File: config.mk
export PLATFORM = sky130hd
export DESIGN_NAME = midi_file_carver_flat
export DESIGN_NICKNAME = d
export VERILOG_FILES = /design/src/mfc_pkg.sv /design/src/mfc_ifs.sv /design/src/mfc_datapath.sv /design/src/mfc_ctrl.sv /design/src/midi_file_carver.sv /design/src/flat_wrapper.sv
export SDC_FILE = /design/constraint.sdc
export NUM_CORES = 1
export LEC_CHECK = 0
export ABC_AREA = 1
export ABC_CLOCK_PERIOD_IN_PS = 8010
export BUFFER_PORTS_ARGS = -buffer_cell sky130_fd_sc_hd__buf_2
export CORE_UTILIZATION = 50
export CTS_BUF_LIST = sky130_fd_sc_hd__clkbuf_8
export CTS_CLUSTER_DIAMETER = 80
export DETAILED_ROUTE_END_ITERATION = 16
export PLACE_DENSITY_LB_ADDON = 0.1
export SLEW_MARGIN = 10
export SYNTH_ARGS = -nofsm -noshare
export SYNTH_HDL_FRONTEND = slang
export SYNTH_SLANG_ARGS = --single-unit
File: constraint.sdc
create_clock -name clk -period 8.01 [get_ports clk]
set_input_delay 0 -clock clk [delete_from_list [all_inputs] [get_ports clk]]
set_output_delay 0 -clock clk [all_outputs]
set_load 0.01 [all_outputs]
File: src/mfc_pkg.sv
// mfc_pkg: shared constants, command and status types for the MIDI file carver.
// No dependencies.
package mfc_pkg;

	localparam int FILE_HDR_LEN  = 14;
	localparam int TRK_HDR_LEN   = 8;
	localparam int HDR_BODY_LEN  = 6;
	localparam int WIN_IDX_W     = $clog2(FILE_HDR_LEN);
	localparam int TRK_HDR_START = FILE_HDR_LEN - TRK_HDR_LEN;

	localparam logic [7:0] CH_M  = 8'h4D;
	localparam logic [7:0] CH_T  = 8'h54;
	localparam logic [7:0] CH_LH = 8'h68;
	localparam logic [7:0] CH_LD = 8'h64;
	localparam logic [7:0] CH_LR = 8'h72;
	localparam logic [7:0] CH_LK = 8'h6B;

	typedef enum logic [1:0] {
		SRC_INPUT,
		SRC_WINDOW,
		SRC_MARKER
	} out_src_t;

	typedef struct packed {
		logic                 shift;
		logic                 clr_fill;
		logic                 load_file;
		logic                 load_trk;
		logic                 clr_tracks;
		logic                 dec_payload;
		logic                 out_load;
		out_src_t             out_src;
		logic [WIN_IDX_W-1:0] win_idx;
		logic                 first;
		logic                 last_file;
		logic                 last_run;
	} mfc_cmd_t;

	typedef struct packed {
		logic file_hit;
		logic trk_eighth;
		logic trk_hit;
		logic len_zero;
		logic hdr_tracks_zero;
		logic tracks_one;
		logic tracks_zero;
		logic pay_one;
	} mfc_status_t;

endpackage

File: src/mfc_ifs.sv
// mfc_ifs: valid/ready channel interfaces for input bytes and carved results.
// No dependencies.
interface mfc_byte_if;
	logic       valid;
	logic       ready;
	logic [7:0] in_byte;

	modport source (output valid, output in_byte, input ready);
	modport sink (input valid, input in_byte, output ready);
endinterface

interface mfc_res_if;
	logic        valid;
	logic        ready;
	logic        out_kind;
	logic [7:0]  out_byte;
	logic [15:0] file_number;
	logic        first_of_file;
	logic        last_of_file;
	logic        last_of_run;

	modport source (output valid, output out_kind, output out_byte, output file_number,
		output first_of_file, output last_of_file, output last_of_run, input ready);
	modport sink (input valid, input out_kind, input out_byte, input file_number,
		input first_of_file, input last_of_file, input last_of_run, output ready);
endinterface

File: src/mfc_datapath.sv
// mfc_datapath: byte window, header matchers, track/payload/file counters and
// the result register. Depends on mfc_pkg.
module mfc_datapath
	import mfc_pkg::*;
(
	input  logic        clk,
	input  logic        arst_n,
	input  logic [7:0]  in_byte,
	input  mfc_cmd_t    cmd,
	output mfc_status_t status,
	output logic        out_kind,
	output logic [7:0]  out_byte,
	output logic [15:0] file_number,
	output logic        first_of_file,
	output logic        last_of_file,
	output logic        last_of_run
);

	logic [7:0]           win_q [FILE_HDR_LEN];
	logic [7:0]           nwin [FILE_HDR_LEN];
	logic [WIN_IDX_W-1:0] fill_q;
	logic [15:0]          tracks_q;
	logic [31:0]          payload_q;
	logic [15:0]          file_cnt_q;
	logic [15:0]          hdr_tracks;
	logic [31:0]          trk_len;
	logic [7:0]           sel_byte;

	always_comb begin
		for (int i = 0; i < FILE_HDR_LEN - 1; i++) begin
			nwin[i] = win_q[i+1];
		end
		nwin[FILE_HDR_LEN-1] = in_byte;
	end

	assign hdr_tracks = {nwin[10], nwin[11]};
	assign trk_len    = {nwin[10], nwin[11], nwin[12], nwin[13]};

	always_comb begin
		status.file_hit = (fill_q >= WIN_IDX_W'(FILE_HDR_LEN - 1))
			&& nwin[0] == CH_M && nwin[1] == CH_T && nwin[2] == CH_LH && nwin[3] == CH_LD
			&& {nwin[4], nwin[5], nwin[6], nwin[7]} == 32'(HDR_BODY_LEN);
		status.trk_eighth      = (fill_q == WIN_IDX_W'(TRK_HDR_LEN - 1));
		status.trk_hit         = nwin[6] == CH_M && nwin[7] == CH_T
			&& nwin[8] == CH_LR && nwin[9] == CH_LK;
		status.len_zero        = (trk_len == '0);
		status.hdr_tracks_zero = (hdr_tracks == '0);
		status.tracks_one      = (tracks_q == 16'd1);
		status.tracks_zero     = (tracks_q == '0);
		status.pay_one         = (payload_q == 32'd1);
	end

	always_ff @(posedge clk) begin
		if (cmd.shift) begin
			for (int i = 0; i < FILE_HDR_LEN; i++) begin
				win_q[i] <= nwin[i];
			end
		end
	end

	always_ff @(posedge clk or negedge arst_n) begin
		if (!arst_n) begin
			fill_q     <= '0;
			tracks_q   <= '0;
			payload_q  <= '0;
			file_cnt_q <= '0;
		end else begin
			if (cmd.clr_fill) begin
				fill_q <= '0;
			end else if (cmd.shift && fill_q != WIN_IDX_W'(FILE_HDR_LEN)) begin
				fill_q <= fill_q + 1'b1;
			end
			if (cmd.load_file) begin
				tracks_q <= hdr_tracks;
				if (file_cnt_q != 16'hFFFF) begin
					file_cnt_q <= file_cnt_q + 1'b1;
				end
			end else if (cmd.load_trk) begin
				tracks_q <= tracks_q - 1'b1;
			end else if (cmd.clr_tracks) begin
				tracks_q <= '0;
			end
			if (cmd.load_trk) begin
				payload_q <= trk_len;
			end else if (cmd.dec_payload) begin
				payload_q <= payload_q - 1'b1;
			end
		end
	end

	always_comb begin
		case (cmd.out_src)
			SRC_INPUT:  sel_byte = in_byte;
			SRC_WINDOW: sel_byte = win_q[cmd.win_idx];
			default:    sel_byte = '0;
		endcase
	end

	always_ff @(posedge clk) begin
		if (cmd.out_load) begin
			out_kind      <= (cmd.out_src == SRC_MARKER);
			out_byte      <= sel_byte;
			file_number   <= file_cnt_q;
			first_of_file <= cmd.first;
			last_of_file  <= cmd.last_file;
			last_of_run   <= cmd.last_run;
		end
	end

endmodule

File: src/mfc_ctrl.sv
// mfc_ctrl: parse-mode state machine, header burst sequencing and handshakes.
// Depends on mfc_pkg.
module mfc_ctrl
	import mfc_pkg::*;
(
	input  logic        clk,
	input  logic        arst_n,
	input  logic        in_valid,
	output logic        in_ready,
	output logic        out_valid,
	input  logic        out_ready,
	input  mfc_status_t status,
	output mfc_cmd_t    cmd
);

	typedef enum logic [1:0] {
		S_SCAN,
		S_TRK,
		S_PAY,
		S_BURST
	} state_t;

	localparam logic [WIN_IDX_W-1:0] IDX_LAST = WIN_IDX_W'(FILE_HDR_LEN - 1);

	state_t               state_q, state_d, ret_q, ret_d;
	logic [WIN_IDX_W-1:0] idx_q, idx_d;
	logic                 last_q, last_d;
	logic                 ov_q;
	logic                 out_free;
	logic                 acc;

	assign out_free  = !ov_q || out_ready;
	assign in_ready  = (state_q != S_BURST) && out_free;
	assign acc       = in_valid && in_ready;
	assign out_valid = ov_q;

	always_comb begin
		cmd     = '0;
		state_d = state_q;
		ret_d   = ret_q;
		idx_d   = idx_q;
		last_d  = last_q;
		unique case (state_q)
			S_SCAN: begin
				if (acc) begin
					cmd.shift = 1'b1;
					if (status.file_hit) begin
						cmd.load_file = 1'b1;
						cmd.clr_fill  = 1'b1;
						state_d       = S_BURST;
						idx_d         = '0;
						last_d        = status.hdr_tracks_zero;
						ret_d         = status.hdr_tracks_zero ? S_SCAN : S_TRK;
					end
				end
			end
			S_TRK: begin
				if (acc) begin
					cmd.shift = 1'b1;
					if (status.trk_eighth) begin
						cmd.clr_fill = 1'b1;
						if (status.trk_hit) begin
							cmd.load_trk = 1'b1;
							state_d      = S_BURST;
							idx_d        = WIN_IDX_W'(TRK_HDR_START);
							last_d       = status.len_zero && status.tracks_one;
							if (!status.len_zero) begin
								ret_d = S_PAY;
							end else begin
								ret_d = status.tracks_one ? S_SCAN : S_TRK;
							end
						end else begin
							cmd.clr_tracks = 1'b1;
							cmd.out_load   = 1'b1;
							cmd.out_src    = SRC_MARKER;
							cmd.last_run   = 1'b1;
							state_d        = S_SCAN;
						end
					end
				end
			end
			S_PAY: begin
				if (acc) begin
					cmd.dec_payload = 1'b1;
					cmd.out_load    = 1'b1;
					cmd.out_src     = SRC_INPUT;
					cmd.last_file   = status.pay_one && status.tracks_zero;
					cmd.last_run    = 1'b1;
					if (status.pay_one) begin
						cmd.clr_fill = 1'b1;
						state_d      = status.tracks_zero ? S_SCAN : S_TRK;
					end
				end
			end
			S_BURST: begin
				if (out_free) begin
					cmd.out_load  = 1'b1;
					cmd.out_src   = SRC_WINDOW;
					cmd.win_idx   = idx_q;
					cmd.first     = (idx_q == '0);
					cmd.last_file = (idx_q == IDX_LAST) && last_q;
					cmd.last_run  = (idx_q == IDX_LAST);
					idx_d         = idx_q + 1'b1;
					if (idx_q == IDX_LAST) begin
						state_d = ret_q;
					end
				end
			end
			default: state_d = S_SCAN;
		endcase
	end

	always_ff @(posedge clk or negedge arst_n) begin
		if (!arst_n) begin
			state_q <= S_SCAN;
			ret_q   <= S_SCAN;
			idx_q   <= '0;
			last_q  <= 1'b0;
			ov_q    <= 1'b0;
		end else begin
			state_q <= state_d;
			ret_q   <= ret_d;
			idx_q   <= idx_d;
			last_q  <= last_d;
			if (cmd.out_load) begin
				ov_q <= 1'b1;
			end else if (out_ready) begin
				ov_q <= 1'b0;
			end
		end
	end

	a_hit_starts_burst: assert property (@(posedge clk) disable iff (!arst_n)
		state_q == S_SCAN && acc && status.file_hit |=> state_q == S_BURST && idx_q == '0)
		else $error("file header match did not start a burst at byte 0");

	a_burst_ends: assert property (@(posedge clk) disable iff (!arst_n)
		state_q == S_BURST && idx_q == IDX_LAST && out_free |=> state_q != S_BURST)
		else $error("header burst ran past the last window byte");

	a_burst_idx_range: assert property (@(posedge clk) disable iff (!arst_n)
		state_q == S_BURST |-> idx_q <= IDX_LAST)
		else $error("burst index out of window range");

	a_payload_result: assert property (@(posedge clk) disable iff (!arst_n)
		state_q == S_PAY && acc |=> ov_q)
		else $error("payload transfer produced no result");

endmodule

File: src/midi_file_carver.sv
// midi_file_carver: carves Standard MIDI Files out of a byte stream.
// Scanning and payload bytes: one transfer per cycle while the result register is free; a
// payload byte's result is valid in the cycle after its transfer. A header match holds input
// while its 14 (file) or 8 (track) header results go out one per cycle, whenever the single
// result register is free, from the burst state. Reset (arst_n, async, active low) clears mode, counters
// and result valid; window and result data are not reset. Depends on mfc_pkg, mfc_ifs.
module midi_file_carver
	import mfc_pkg::*;
(
	input logic     clk,
	input logic     arst_n,
	mfc_byte_if.sink  blob,
	mfc_res_if.source carved
);

	mfc_cmd_t    cmd;
	mfc_status_t status;

	mfc_ctrl u_ctrl (
		.clk       (clk),
		.arst_n    (arst_n),
		.in_valid  (blob.valid),
		.in_ready  (blob.ready),
		.out_valid (carved.valid),
		.out_ready (carved.ready),
		.status    (status),
		.cmd       (cmd)
	);

	mfc_datapath u_datapath (
		.clk           (clk),
		.arst_n        (arst_n),
		.in_byte       (blob.in_byte),
		.cmd           (cmd),
		.status        (status),
		.out_kind      (carved.out_kind),
		.out_byte      (carved.out_byte),
		.file_number   (carved.file_number),
		.first_of_file (carved.first_of_file),
		.last_of_file  (carved.last_of_file),
		.last_of_run   (carved.last_of_run)
	);

endmodule

File: src/flat_wrapper.sv
// flat-port wrapper written by rule: the top's interface ports become plain ports
module midi_file_carver_flat import mfc_pkg::*;
  (clk, arst_n, blob_valid, blob_in_byte, blob_ready, carved_valid, carved_out_kind, carved_out_byte, carved_file_number, carved_first_of_file, carved_last_of_file, carved_last_of_run, carved_ready);
  mfc_byte_if blob_i ();
  mfc_res_if carved_i ();
  input logic clk;
  input logic arst_n;
  input wire logic [$bits(blob_i.valid)-1:0] blob_valid;
  input wire logic [$bits(blob_i.in_byte)-1:0] blob_in_byte;
  output wire logic [$bits(blob_i.ready)-1:0] blob_ready;
  output wire logic [$bits(carved_i.valid)-1:0] carved_valid;
  output wire logic [$bits(carved_i.out_kind)-1:0] carved_out_kind;
  output wire logic [$bits(carved_i.out_byte)-1:0] carved_out_byte;
  output wire logic [$bits(carved_i.file_number)-1:0] carved_file_number;
  output wire logic [$bits(carved_i.first_of_file)-1:0] carved_first_of_file;
  output wire logic [$bits(carved_i.last_of_file)-1:0] carved_last_of_file;
  output wire logic [$bits(carved_i.last_of_run)-1:0] carved_last_of_run;
  input wire logic [$bits(carved_i.ready)-1:0] carved_ready;
  assign blob_i.valid = blob_valid;
  assign blob_i.in_byte = blob_in_byte;
  assign blob_ready = blob_i.ready;
  assign carved_valid = carved_i.valid;
  assign carved_out_kind = carved_i.out_kind;
  assign carved_out_byte = carved_i.out_byte;
  assign carved_file_number = carved_i.file_number;
  assign carved_first_of_file = carved_i.first_of_file;
  assign carved_last_of_file = carved_i.last_of_file;
  assign carved_last_of_run = carved_i.last_of_run;
  assign carved_i.ready = carved_ready;
  midi_file_carver u_core (.clk(clk), .arst_n(arst_n), .blob(blob_i), .carved(carved_i));
endmodule
==> key figures, run 1 <==
Timing
  • Slew at the pin closest to its max-slew limit: 1.15 ns
  • Layout Skew: around 0.02 ns
  • Achievable Freq: 0.285 GHz
  • Slew margin rel.: ~23%
  • Min Clock Period, post-route: approximately 3.5 ns
  • TNS Setup: 0 ns
  • Final setup violation count: 0
  • Worst Hold Slack: roughly 0.042 ns
  • Slew Limit Fails: 0
  • RSZ-0062 raised after global routing: no
  • Final Hold Fails: 0
  • Tcrit/Tclk final: ~44%

Floorplanning
  • Core area: between 20000 and 25000 sq um
  • Die width: around 150 um
  • I/O pins: 42
  • FP Rows: 54
  • Initial core utilization: just over 50%
  • Die footprint: 23400 sq um
  • Die height: between 150 and 200 um

Power
  • Clk pwr share: 41.8%
  • Max VDD drop: about 0.12 mV
  • Part of the power in registers: a little over half
  • Pleak: 5.42 nW
  • Comb power frac: about 5.8%
  • Power Internal: around 0.0019 W
  • P per Cell Area: around 200 nW/um^2
  • NetSw: approximately 0.00062 W
  • Switching share of power: between 20% and 30%

Setup path
  • Worst reg2reg setup slack: approximately 4.5 ns
  • Reg-to-Reg End: u_core.u_datapath.out_byte[0]
  • Worst stage delay on the critical path: 0.93 ns
  • Crit path capture: u_core.u_datapath.out_byte[0]
  • Worst-path cell chain: nand2_4 > inv_2 > nand2_2 > nor2_1 > inv_1 > nand3_1 > nand3_1 > nand3_1 > nand2_1
  • Req. time, crit path: around 8.3 ns
  • Slowest cell on crit path: nor2_1
  • Crit path kind: reg -> reg
  • Worst Reg-to-Reg Cells: 9
  • RR Startpoint: u_core.u_ctrl.state_q[1]
  • CP arrival: between 3 and 4 ns
  • Critical Path Fanout Max: 15
  • Crit. End Element: register
  • Startpoint class of the critical path: register
  • Critical Path Source: u_core.u_ctrl.state_q[1]
  • Critical Path Most Common Cell: nand3_1

Placement
  • Detailed placement HPWL: 22400 um
  • PortBufs: just over 40
  • Gpl congestion: about 0.95
  • Placed cells: between 1500 and 2000

Cells and area
  • Ant diodes: 0
  • Filler Cell Count: slightly above 2000
  • Final nets: around 1400
  • Finished Core Util: 57.6%
  • Fin cells: 1671
  • Area growth syn-to-layout: 11.5%
  • Layout cells sized above 1: just under 10%

Worst hold path
  • Hold Crit Start: blob_valid
  • Worst Hold Class: in -> reg

Synthesis
  • #FFs+latches synth: around 220
  • Synthesized cell area: ~11000 sq um
  • Mux share of post-synthesis cell area: 0.0877%
  • Xor/xnor share of the synthesized area: around 3.8%
  • Post-Synth Simple-Gate Area: a little over a quarter
  • Compound-cell area share of the yosys netlist: approximately 7.3%
  • Synth Area in Adders: between 1 and 1.5%
  • Post-synthesis sequential area ratio: 53.9%
  • Largest family of logic cells by synthesized area: simple AND/OR/NAND/NOR gates
  • Post-synth EDFFs: 140
  • Synth Net Count: approximately 1300
  • Yosys cell types: 38
  • Async set-reset flop share out of synthesis: 35.8%
  • Ys flop type: edfxtp_1
  • Avg Inst Size Synth: ~8.8 sq um
  • Gate Count Post-Synth: approximately 1300
  • Syn. warnings: 0

Drt
  • Wl on met1: ~13000 um
  • Starting DRT DRC Count: approximately 630
  • DRT Pass-1 Iters: 7
  • Metal3 WL: approximately 1900 um
  • DRT antenna net count: 0
  • Post-route DRC: 0
  • Highest Signal Layer: met4
  • Drt total wl: between 30000 and 40000 um
  • Routed vias: between 9000 and 10000
  • Vias per cell: around 5.6
  • DR WL/cell: 18.9 um
  • Metal2 WL: between 15000 and 20000 um

Clock tree
  • Clk_lat worst skew: between 0.5 and 0.6 ns
  • Clock sinks: roughly 220
  • Cts repair resizes: 0
  • Clk root buf: clkbuf_8
  • Max Root-Sink Buffers: 3
  • CTS buffer count: 41
  • Setup Buffers After CTS: 0
  • TritonCTS clock tree: built
  • H-tree depth: 2
  • CTS clk-pin slew, worst paths: approximately 0.06 ns

Global routing
  • Antenna violations before repair: 0
  • All-Layer GR Usage: between 20% and 30%
  • Vias in the first global route: slightly above 9000
  • Largest net degree at the start of global routing: 79
  • First-pass GRT wire length: 50200 um
  • GRT overflow: 0

Flow run
  • Max_cap viols: 0

Status
  • Status: complete, no violations
==> cells in the mapped netlist, drive strengths merged, types with 7 or more instances <==
cell type    n  area, sq um
nand2      281         1080
nor2       192          761
nand3      142          711
edfxtp     140         4200
inv        140          526
dfrtp       78         1950
nand4       47          294
o211ai      44          335
o21ai       42          210
a21oi       35          175
xor2        31          272
nor3        28          151
buf         24          153
xnor2       18          158
ha          12          150
clkbuf      11         41.3
or2          8         50.1
o221ai       7         61.3
==> through the flow <==
stage | power, W | worst slack (ns) | instance area [sq um]
3_3_place_gp | 0.00146 | 4.67 | 11800
5_1_grt | 0.00259 | 4.37 | 12700
6_report | 0.00249 | 4.50 | 12700
2_1_floorplan | 0.00140 | 1.24 | 11400
3_5_place_dp | 0.00147 | 4.66 | 11800
4_1_cts | 0.00251 | 4.65 | 12700
==> routing by layer <==
| layer | GRT usage (%) | vias up |
|---|---|---|
| met3 | 4.08 | 63 |
| met5 | 0 | - |
| met1 | 35.6 | 4449 |
| met4 | 12.2 | 0 |
| li1 | - | 4530 |
| met2 | 46.4 | 329 |
==> cells by family after synthesis <==
family / after synthesis
AND/OR/NAND/NOR: 709
flip-flops: 218
buffers and inverters: 175
AO/OA/AOI/OAI: 134
XOR/XNOR: 49
adder cells (fa/ha/maj): 12
multiplexers: 1
==> how the worst min path moves through the flow <==
stage / to / slack, ns / cells past startpoint
after global routing: u_core.u_datapath.file_cnt_q[9] / 0.07 / 5
final: u_core.u_datapath.file_cnt_q[9] / 0.04 / 5
after CTS: u_core.u_datapath.file_cnt_q[9] / 0.01 / 5
after global placement: u_core.u_datapath.tracks_q[4] / 0.24 / 1
after detailed placement: u_core.u_datapath.tracks_q[4] / 0.24 / 1
after floorplan: u_core.u_ctrl.idx_q[0] / -0.30 / 0
==> sequential cells by signal (all words and copies together) (netlist names) <==
name	cells
u_core.u_datapath.last_of_file	1
u_core.u_datapath.payload_q	32
u_core.u_datapath.out_byte	8
u_core.u_datapath.file_number	16
u_core.u_ctrl.last_q	1
u_core.u_ctrl.out_valid	1
u_core.u_ctrl.state_q	2
u_core.u_datapath.file_cnt_q	16
u_core.u_ctrl.ret_q	2
u_core.u_datapath.first_of_file	1
u_core.u_datapath.fill_q	4
u_core.u_datapath.tracks_q	16
u_core.u_datapath.win_q	112
u_core.u_datapath.out_kind	1
u_core.u_datapath.last_of_run	1
u_core.u_ctrl.idx_q	4
==> worst max-delay path, delay by kind of cell (launching register included) <==
family / cells / cell delay [ns]
buffers and inverters: 2 / 0.74
DFF: 1 / 0.60
and+or+nand+nor: 7 / 1.89
==> cell type report <==
type / instances / area, sq um / area share (%)
Clock buffer: 47 / 647 / 5.08
Clock inverter: 26 / 141 / 1.11
Inverter: 140 / 526 / 4.13
Multi-Input combinational cell: 905 / 4560 / 35.8
Sequential cell: 218 / 6160 / 48.3
Tap cell: 280 / 350 / 2.75
Timing Repair Buffer: 55 / 358 / 2.81
==> cell usage in the layout (no fill, tap or decap), drive strengths merged, types with 2 or more instances in the layout <==
master | netlist | final
xor2 | 31 | 31
nor3b | 2 | 2
nand3 | 142 | 142
a21oi | 35 | 35
dfrtp | 78 | 78
nor2 | 192 | 192
o221ai | 7 | 7
clkinvlp | 0 | 2
inv | 140 | 150
o211ai | 44 | 44
xnor2 | 18 | 18
nand3b | 3 | 3
nor4 | 3 | 3
clkbuf | 11 | 47
ha | 12 | 12
dlygate4sd3 | 0 | 10
nand4 | 47 | 47
or2 | 8 | 8
a31oi | 2 | 2
nand2 | 281 | 281
edfxtp | 140 | 140
o22ai | 2 | 2
nor3 | 28 | 28
clkinv | 0 | 13
o21ai | 42 | 42
buf | 24 | 45
==> power by group through the flow <==
| stage | logic [W] | registers (W) | clock network (W) |
|---|---|---|---|
| 2_1_floorplan | 0.0000969 | 0.00131 | 0 |
| 3_3_place_gp | 0.000140 | 0.00132 | 0 |
| 3_5_place_dp | 0.000141 | 0.00132 | 0 |
| 4_1_cts | 0.000145 | 0.00130 | 0.00107 |
| 5_1_grt | 0.000164 | 0.00131 | 0.00112 |
| 6_report | 0.000145 | 0.00130 | 0.00104 |
==> timing repair <==
item                                    in CTS  in global routing
hold buffers                                10                  0
endpoints found under the hold margin      104                  0
endpoints found under the setup margin       0                  0
No activity file was read; power rests on OpenSTA's default activity.
==> run 2, diff against run 1 <==
--- a/config.mk
+++ b/config.mk
@@ -6,7 +6,7 @@
 export NUM_CORES = 1
 export LEC_CHECK = 0
 export ABC_AREA = 1
-export ABC_CLOCK_PERIOD_IN_PS = 8010
+export ABC_CLOCK_PERIOD_IN_PS = 3250
 export BUFFER_PORTS_ARGS = -buffer_cell sky130_fd_sc_hd__buf_2
 export CORE_UTILIZATION = 50
 export CTS_BUF_LIST = sky130_fd_sc_hd__clkbuf_8
==> constraint.sdc (replaced) <==
create_clock -name clk -period 3.25 [get_ports clk]
set_input_delay 0 -clock clk [delete_from_list [all_inputs] [get_ports clk]]
set_output_delay 0 -clock clk [all_outputs]
set_load 0.01 [all_outputs]
==> run 2 against run 1 <==
Compared with the run above: sequential power up 150%; clock power rose to 2.7 times the previous value; critical path depth is 1 higher; clock skew increased by 0.00053 ns; sequential cell count unchanged; via count up 1.0%; count of clock-buffer cells in the layout down 4.
==> key figures, run 2 (synthesized netlist as in run 1, its figures left out) <==
Status
  • Status: complete, no violations (unchanged)

Clock tree
  • CTS buffer count: 40 (was 41)
  • H-tree depth: 2 (unchanged)
  • Hold-fix buffer count after cts: 10 (unchanged)
  • Clk_lat worst skew: 0.53 ns (was 0.55 ns)
  • CTS clk-pin slew, worst paths: 0.06 ns (about the same)
  • Clk root buf: clkbuf_8 (unchanged)
  • Clock sinks: 218 (unchanged)
  • TritonCTS clock tree: built (unchanged)
  • Max Root-Sink Buffers: 3 (unchanged)
  • Setup Buffers After CTS: 0 (unchanged)
  • Cts repair resizes: 0 (unchanged)

Timing
  • Slew margin rel.: 27.3% (was 22.8%)
  • Tcrit/Tclk final: 80.6% (was 43.8%)
  • Min Clock Period, post-route: 2.62 ns (was 3.51 ns)
  • Slew Limit Fails: 0 (unchanged)
  • Final Hold Fails: 0 (unchanged)
  • RSZ-0062 raised after global routing: no (unchanged)
  • Final setup violation count: 0 (unchanged)
  • Layout Skew: 0.0206 ns (was 0.0200 ns)
  • Achievable Freq: 0.382 GHz (was 0.285 GHz)
  • Slew at the pin closest to its max-slew limit: 1.09 ns (was 1.15 ns)

Placement
  • Detailed placement HPWL: 23300 um (was 22400 um)
  • Post-DP Area: 12000 sq um (was 11800 sq um)
  • PortBufs: 41 (unchanged)
  • Gpl congestion: 0.951 (was 0.946)

Global routing
  • Vias in the first global route: 9245 (was 9159)
  • First-pass GRT wire length: 51700 um (was 50200 um)
  • Largest net degree at the start of global routing: 81 (was 79)
  • All-Layer GR Usage: 28.6% (was 27.6%)
  • Antenna violations before repair: 0 (unchanged)
  • GRT overflow: 0 (unchanged)

Cells and area
  • Most common cell after layout, fill and taps aside: nand2_1 (unchanged)
  • Number of flip-flops in the largest register: 112 (unchanged)
  • Most frequent cells in the layout: nand2_1, nor2_1, nand3_1 (was nand2_1, nor2_1, inv_1)
  • Area growth syn-to-layout: 13.0% (was 11.5%)
  • Final nets: 1395 (was 1385)
  • Ant diodes: 0 (unchanged)
  • Top flop regs: u_core.u_datapath.win_q x112, u_core.u_datapath.payload_q x32 (unchanged)
  • Filler Cell Count: 2000 (was 2022)
  • Cell area after layout: 12900 sq um (was 12700 sq um)
  • Layout cells sized above 1: 10.2% (was 9.78%)
  • Top reg by flops: u_core.u_datapath.win_q (unchanged)

Drt
  • Wl on met1: 13500 um (about the same)
  • Routed vias: 9469 (was 9371)
  • DR WL/cell: 19.3 um (was 18.9 um)
  • Metal2 WL: 16100 um (was 15200 um)
  • Vias per cell: 5.65 (was 5.61)
  • Metal3 WL: 2030 um (was 1880 um)
  • DRT Pass-1 Iters: 6 (was 7)
  • Starting DRT DRC Count: 778 (was 629)
  • Post-route DRC: 0 (unchanged)
  • Drt total wl: 32400 um (was 31500 um)
  • Highest Signal Layer: met4 (unchanged)
  • DRT antenna net count: 0 (unchanged)

Setup path
  • Worst reg2reg setup slack: 0.63 ns (was 4.50 ns)
  • Worst stage delay on the critical path: 0.63 ns (was 0.93 ns)
  • Req. time, crit path: 3.53 ns (was 8.31 ns)
  • Crit. End Element: register (unchanged)
  • Critical Path Fanout Max: 37 (was 15)
  • Startpoint class of the critical path: register (unchanged)
  • CP arrival: 2.90 ns (was 3.81 ns)
  • Worst path bufs/invs: 2 (unchanged)
  • Crit path kind: reg -> reg (unchanged)
  • Critical Path Most Common Cell: nand3_1 (unchanged)
  • Worst-path cell chain: nand2_8 > inv_6 > nand2_2 > nor2_4 > buf_12 > o21ai_0 > nand3_1 > nand3_1 > nand3_1 > nand2_1 (was nand2_4 > inv_2 > nand2_2 > nor2_1 > inv_1 > nand3_1 > nand3_1 > nand3_1 > nand2_1)
  • CP top delay family: simple AND/OR/NAND/NOR gates (unchanged)
  • Slowest cell on crit path: dfrtp_1 (was nor2_1)

Floorplanning
  • Initial core utilization: 51.7% (unchanged)
  • Die width: 153 um (unchanged)
  • Die height: 153 um (unchanged)
  • Core area: 22100 sq um (unchanged)
  • Die footprint: 23400 sq um (unchanged)
  • I/O pins: 42 (unchanged)
  • FP Rows: 54 (unchanged)

Power
  • P per Cell Area: 497 nW/um^2 (was 195 nW/um^2)
  • Total power: 0.00641 W (was 0.00249 W)
  • Max VDD drop: 0.273 mV (was 0.121 mV)
  • Pleak: 5.48 nW (was 5.42 nW)

Worst hold path
  • Worst Hold Class: in -> reg (unchanged)

Flow run
  • Max_cap viols: 0 (unchanged)
[run 2: changes by cell type in the layout (fill, tap and decap cells not counted), moves of 3 or more]
cell / before / now
buf_4: 4 / 14
clkinv_2: 8 / 4
clkbuf_8: 47 / 43
bufinv_16: 1 / 6
inv_1: 143 / 140
clkinv_1: 5 / 8
[run 2: final cells by class]
cell class / instances / area, sq um / share of cell area (%)
Multi-Input combinational cell: 905 / 4570 / 35.4
Clock buffer: 43 / 592 / 4.59
Sequential cell: 218 / 6160 / 47.7
Inverter: 140 / 531 / 4.11
Timing Repair Buffer: 66 / 445 / 3.45
Tap cell: 280 / 350 / 2.72
Clock inverter: 25 / 256 / 1.99
[run 2: worst paths after layout]
kind,from,end,depth (start not counted)
setup / recovery,u_core.u_ctrl.state_q[1],u_core.u_datapath.out_byte[1],10
hold / removal,blob_valid,u_core.u_datapath.file_cnt_q[9],5
setup reg to reg,u_core.u_ctrl.state_q[1],u_core.u_datapath.out_byte[1],10
hold reg to reg,u_core.u_datapath.win_q[13][1],u_core.u_datapath.win_q[12][1],0
max in group asynchronous,arst_n,u_core.u_datapath.tracks_q[2],2
min in group asynchronous,arst_n,u_core.u_datapath.tracks_q[3],2
[run 2: report_power, final]
part	switching (W)	leakage (nW)	total, W	internal [W]
sequential	0.000121	2.36	0.00321	0.00309
clock	0.00114	0.459	0.00283	0.00169
combinational	0.000251	2.65	0.000370	0.000119
[run 2: worst register-to-register path, stage by stage (launching register included)]
cell     delay, ns
dfrtp_1       0.63
nand2_8       0.13
inv_6         0.10
nand2_2       0.17
nor2_4        0.59
buf_12        0.28
o21ai_0       0.12
nand3_1       0.09
nand3_1       0.12
nand3_1       0.10
nand2_1       0.05
[run 2: through the flow]
step	utilization (%)	TNS (ns)	hold slack [ns]	instances	setup WS (ns)
after detailed placement	54.1	0	0.254	1599	0.660
after floorplan	-	-0.833	-0.296	1298	-0.148
final	58.4	0	0.0606	1677	0.631
after global placement	54.1	0	0.252	1599	0.701
after CTS	58.4	0	0.0391	1677	0.649
after global routing	58.4	0	0.0932	1677	0.404
[run 2: metal layers]
| metal | vias to the layer above | GRT usage [%] |
|---|---|---|
| met5 | - | 0 |
| met3 | 49 | 3.69 |
| met4 | 0 | 9.91 |
| met1 | 4512 | 37.4 |
| li1 | 4542 | - |
| met2 | 366 | 49.1 |
==> run 3, diff against run 2 <==
--- a/config.mk
+++ b/config.mk
@@ -5,8 +5,8 @@
 export SDC_FILE = /design/constraint.sdc
 export NUM_CORES = 1
 export LEC_CHECK = 0
-export ABC_AREA = 1
-export ABC_CLOCK_PERIOD_IN_PS = 3250
+export ABC_AREA = 0
+export ABC_CLOCK_PERIOD_IN_PS = 2600
 export BUFFER_PORTS_ARGS = -buffer_cell sky130_fd_sc_hd__buf_2
 export CORE_UTILIZATION = 50
 export CTS_BUF_LIST = sky130_fd_sc_hd__clkbuf_8
==> constraint.sdc (replaced) <==
create_clock -name clk -period 2.6 [get_ports clk]
set_input_delay 0 -clock clk [delete_from_list [all_inputs] [get_ports clk]]
set_output_delay 0 -clock clk [all_outputs]
set_load 0.01 [all_outputs]
==> run 3 against run 2 <==
Compared with the run above: first-iteration DRC count grew 26%; wire length fell by 8.9%; sequential share of layout area rose by 3.8 points; non-clock buffer count is 28 higher; critical path type unchanged; area after synthesis down 9.9%; count of clock-buffer cells in the layout unchanged; register-to-register slack worse by 0.60 ns; synthesized cell count shrank 31%; worst setup slack lost 0.60 ns; clock skew increased by 0.0011 ns.
==> key figures, run 3 <==
Cells and area
  • Top flop regs: u_core.u_datapath.win_q x112, u_core.u_datapath.payload_q x32 (unchanged)
  • Final nets: 1008 (was 1395)
  • Finished Core Util: 59.1% (was 58.4%)
  • Number of flip-flops in the largest register: 112 (unchanged)
  • Layout cells sized above 1: 16.9% (was 10.2%)
  • Most frequent cells in the layout: edfxtp_1, nand2_1, dfrtp_1 (was nand2_1, nor2_1, nand3_1)
  • Top reg by flops: u_core.u_datapath.win_q (unchanged)
  • Most common cell after layout, fill and taps aside: edfxtp_1 (was nand2_1)
  • Fin cells: 1284 (was 1677)
  • Ant diodes: 0 (unchanged)
  • Area growth syn-to-layout: 16.2% (was 13.0%)

Synthesis
  • Synth top area share: 40.9% (was 36.8%)
  • Post-synth EDFFs: 140 (unchanged)
  • Synthesized cell area: 10300 sq um (was 11400 sq um)
  • Synth Net Count: 917 (was 1322)
  • Yosys top cell by area: edfxtp_1 (unchanged)
  • Avg Inst Size Synth: 11.5 sq um (was 8.80 sq um)
  • Ys flop type: edfxtp_1 (unchanged)
  • Syn. warnings: 0 (unchanged)
  • Synth area leaders: edfxtp_1, dfrtp_1, o21ai_0 (was edfxtp_1, dfrtp_1, nand2_1)
  • Most common cell in the netlist: edfxtp_1 (was nand2_1)
  • Yosys cell types: 71 (was 38)
  • Commonest cells in the netlist: edfxtp_1, nand2_1, dfrtp_1 (was nand2_1, nor2_1, nand3_1)
  • Post-synthesis sequential area ratio: 59.8% (was 53.9%)
  • #FFs+latches synth: 218 (unchanged)
  • Async set-reset flop share out of synthesis: 35.8% (unchanged)
  • Gate Count Post-Synth: 893 (was 1298)

Worst hold path
  • Worst Hold Class: in -> async (was in -> reg)

Floorplanning
  • FP Rows: 52 (was 54)
  • I/O pins: 42 (unchanged)
  • Die height: 145 um (was 153 um)
  • Initial core utilization: 50.9% (was 51.7%)
  • Core area: 20200 sq um (was 22100 sq um)
  • Die footprint: 21200 sq um (was 23400 sq um)
  • Die width: 145 um (was 153 um)

Global routing
  • All-Layer GR Usage: 28.2% (was 28.6%)
  • First-pass GRT wire length: 45700 um (was 51700 um)
  • Antenna violations before repair: 0 (unchanged)
  • GRT overflow: 0 (unchanged)
  • Vias in the first global route: 7871 (was 9245)
  • Largest net degree at the start of global routing: 62 (was 81)

Drt
  • DRT antenna net count: 0 (unchanged)
  • Starting DRT DRC Count: 979 (was 778)
  • DRT Pass-1 Iters: 5 (was 6)
  • Post-route DRC: 0 (unchanged)
  • Vias per cell: 6.30 (was 5.65)
  • DR WL/cell: 23.0 um (was 19.3 um)
  • Routed vias: 8084 (was 9469)
  • Drt total wl: 29500 um (was 32400 um)

Setup path
  • Crit path kind: reg -> reg (unchanged)
  • Crit. End Element: register (unchanged)
  • Critical Path Fanout Max: 5 (was 37)
  • Startpoint class of the critical path: register (unchanged)
  • Worst path bufs/invs: 2 (unchanged)
  • Slowest cell on crit path: nor4_1 (was dfrtp_1)
  • Worst stage delay on the critical path: 0.48 ns (was 0.63 ns)
  • CP arrival: 3.03 ns (was 2.90 ns)
  • CP top delay family: simple AND/OR/NAND/NOR gates (unchanged)
  • Worst-path cell chain: nor4_1 > nand4_1 > buf_4 > nor4_1 > buf_4 > and3_1 > nor4b_2 > xor2_1 (was nand2_8 > inv_6 > nand2_2 > nor2_4 > buf_12 > o21ai_0 > nand3_1 > nand3_1 > nand3_1 > nand2_1)
  • Req. time, crit path: 3.06 ns (was 3.53 ns)

Clock tree
  • Clk root buf: clkbuf_8 (unchanged)
  • CTS clk-pin slew, worst paths: 0.06 ns (about the same)
  • H-tree depth: 2 (unchanged)
  • Clock sinks: 218 (unchanged)
  • TritonCTS clock tree: built (unchanged)
  • Max Root-Sink Buffers: 3 (unchanged)
  • Clk_lat worst skew: 0.55 ns (was 0.53 ns)
  • CTS buffer count: 38 (was 40)

Status
  • Status: complete, no violations (unchanged)

Timing
  • Layout Skew: 0.0217 ns (was 0.0206 ns)
  • Slew margin rel.: 46.8% (was 27.3%)
  • Slew at the pin closest to its max-slew limit: 0.798 ns (was 1.09 ns)
  • Min Clock Period, post-route: 2.57 ns (was 2.62 ns)
  • Final Hold Fails: 0 (unchanged)
  • Slew Limit Fails: 0 (unchanged)
  • Tcrit/Tclk final: 98.9% (was 80.6%)
  • Final setup violation count: 0 (unchanged)
  • RSZ-0062 raised after global routing: no (unchanged)
  • Achievable Freq: 0.389 GHz (was 0.382 GHz)

Power
  • Max VDD drop: 0.347 mV (was 0.273 mV)
  • P per Cell Area: 626 nW/um^2 (was 497 nW/um^2)
  • Pleak: 4.68 nW (was 5.48 nW)

Placement
  • Gpl congestion: 0.902 (was 0.951)
  • Detailed placement HPWL: 20500 um (was 23300 um)
  • Placed cells: 1203 (was 1599)
  • PortBufs: 41 (unchanged)

Flow run
  • Max_cap viols: 0 (unchanged)
==> run 3: report_power, final <==
part	switching, W	internal, W	total (W)	leakage [nW]
clock	0.00142	0.00172	0.00314	0.453
combinational	0.000200	0.000128	0.000327	1.83
sequential	0.000167	0.00385	0.00402	2.40
total	0.00179	0.00570	0.00749	4.68
==> run 3: routing by layer <==
metal	part of all wire (%)	global-route usage, %	vias to the layer above
met2	46	43.2	387
met5	0.12	1.36	-
met4	2.4	9.21	2
met3	8.8	6.65	62
li1	-	-	3620
met1	43	39.7	4013
==> run 3: worst paths after layout <==
check / end / cells after the start / startpoint / slack, ns
max: u_core.u_datapath.file_cnt_q[8] / 8 / u_core.u_datapath.win_q[5][0] / 0.03
min: u_core.u_datapath.file_cnt_q[4] / 2 / arst_n / 0.04
max reg2reg: u_core.u_datapath.file_cnt_q[8] / 8 / u_core.u_datapath.win_q[5][0] / 0.03
min reg2reg: u_core.u_datapath.win_q[1][6] / 0 / u_core.u_datapath.win_q[2][6] / 0.47
max in group asynchronous: u_core.u_datapath.payload_q[9] / 3 / arst_n / 1.79
min in group clk: u_core.u_ctrl.idx_q[3] / 4 / blob_valid / 0.05
==> run 3: stage by stage <==
| stage | total power, W | hold slack [ns] | TNS [ns] | cell area, sq um | worst slack [ns] |
|---|---|---|---|---|---|
| 6_report | 0.00749 | 0.0363 | 0 | 12000 | 0.0283 |
| 4_1_cts | 0.00755 | 0.00999 | 0 | 11900 | 0.0245 |
| 2_1_floorplan | 0.00419 | -0.296 | -37.78 | 10300 | -0.844 |
| 5_1_grt | 0.00775 | 0.0790 | 0 | 12000 | 0.000961 |
| 3_5_place_dp | 0.00439 | 0.0804 | -0.357 | 11100 | -0.179 |
| 3_3_place_gp | 0.00436 | 0.0652 | -0.122 | 11100 | -0.0376 |
==> run 3: repair_timing <==
| action | CTS | global route |
|---|---|---|
| endpoints found under the setup margin | 13 | 72 |
| setup buffers | 0 | 1 |
| endpoints found under the hold margin | 82 | 0 |
| cloned | 0 | 0 |
| hold buffers | 10 | 0 |
| resized for setup | 2 | 4 |
| pin swaps | 0 | 1 |
==> run 3: logic make-up (layout without fill, tap and decap cells) <==
family                     after synthesis  after routing  share of synthesized area, %
muxes                                   31             31                          3.10
DFF                                    218            218                          59.8
AOI/OAI and AO/OA                      220            220                          13.6
and+or+nand+nor                        312            312                          16.4
xor gates and xnor gates                38             38                          3.23
buffers and inverters                   62            183                          2.42
adders and majority gates               12             12                          1.46
==> run 3: worst register-to-register path, delay by kind of cell, from the launching register on <==
kind,cells,cell delay (ns)
simple gates,5,1.50
xor+xnor,1,0.18
buf+inv,2,0.37
flops,1,0.43
==> run 3: layout make-up <==
type,count,area (sq um)
tap,270,338
clock buffer,43,592
clock inverter,27,168
fill,1726,8280
timing repair buffer,94,681
sequential,218,6160
inverter,19,71.3
multi-input combinational,613,3950
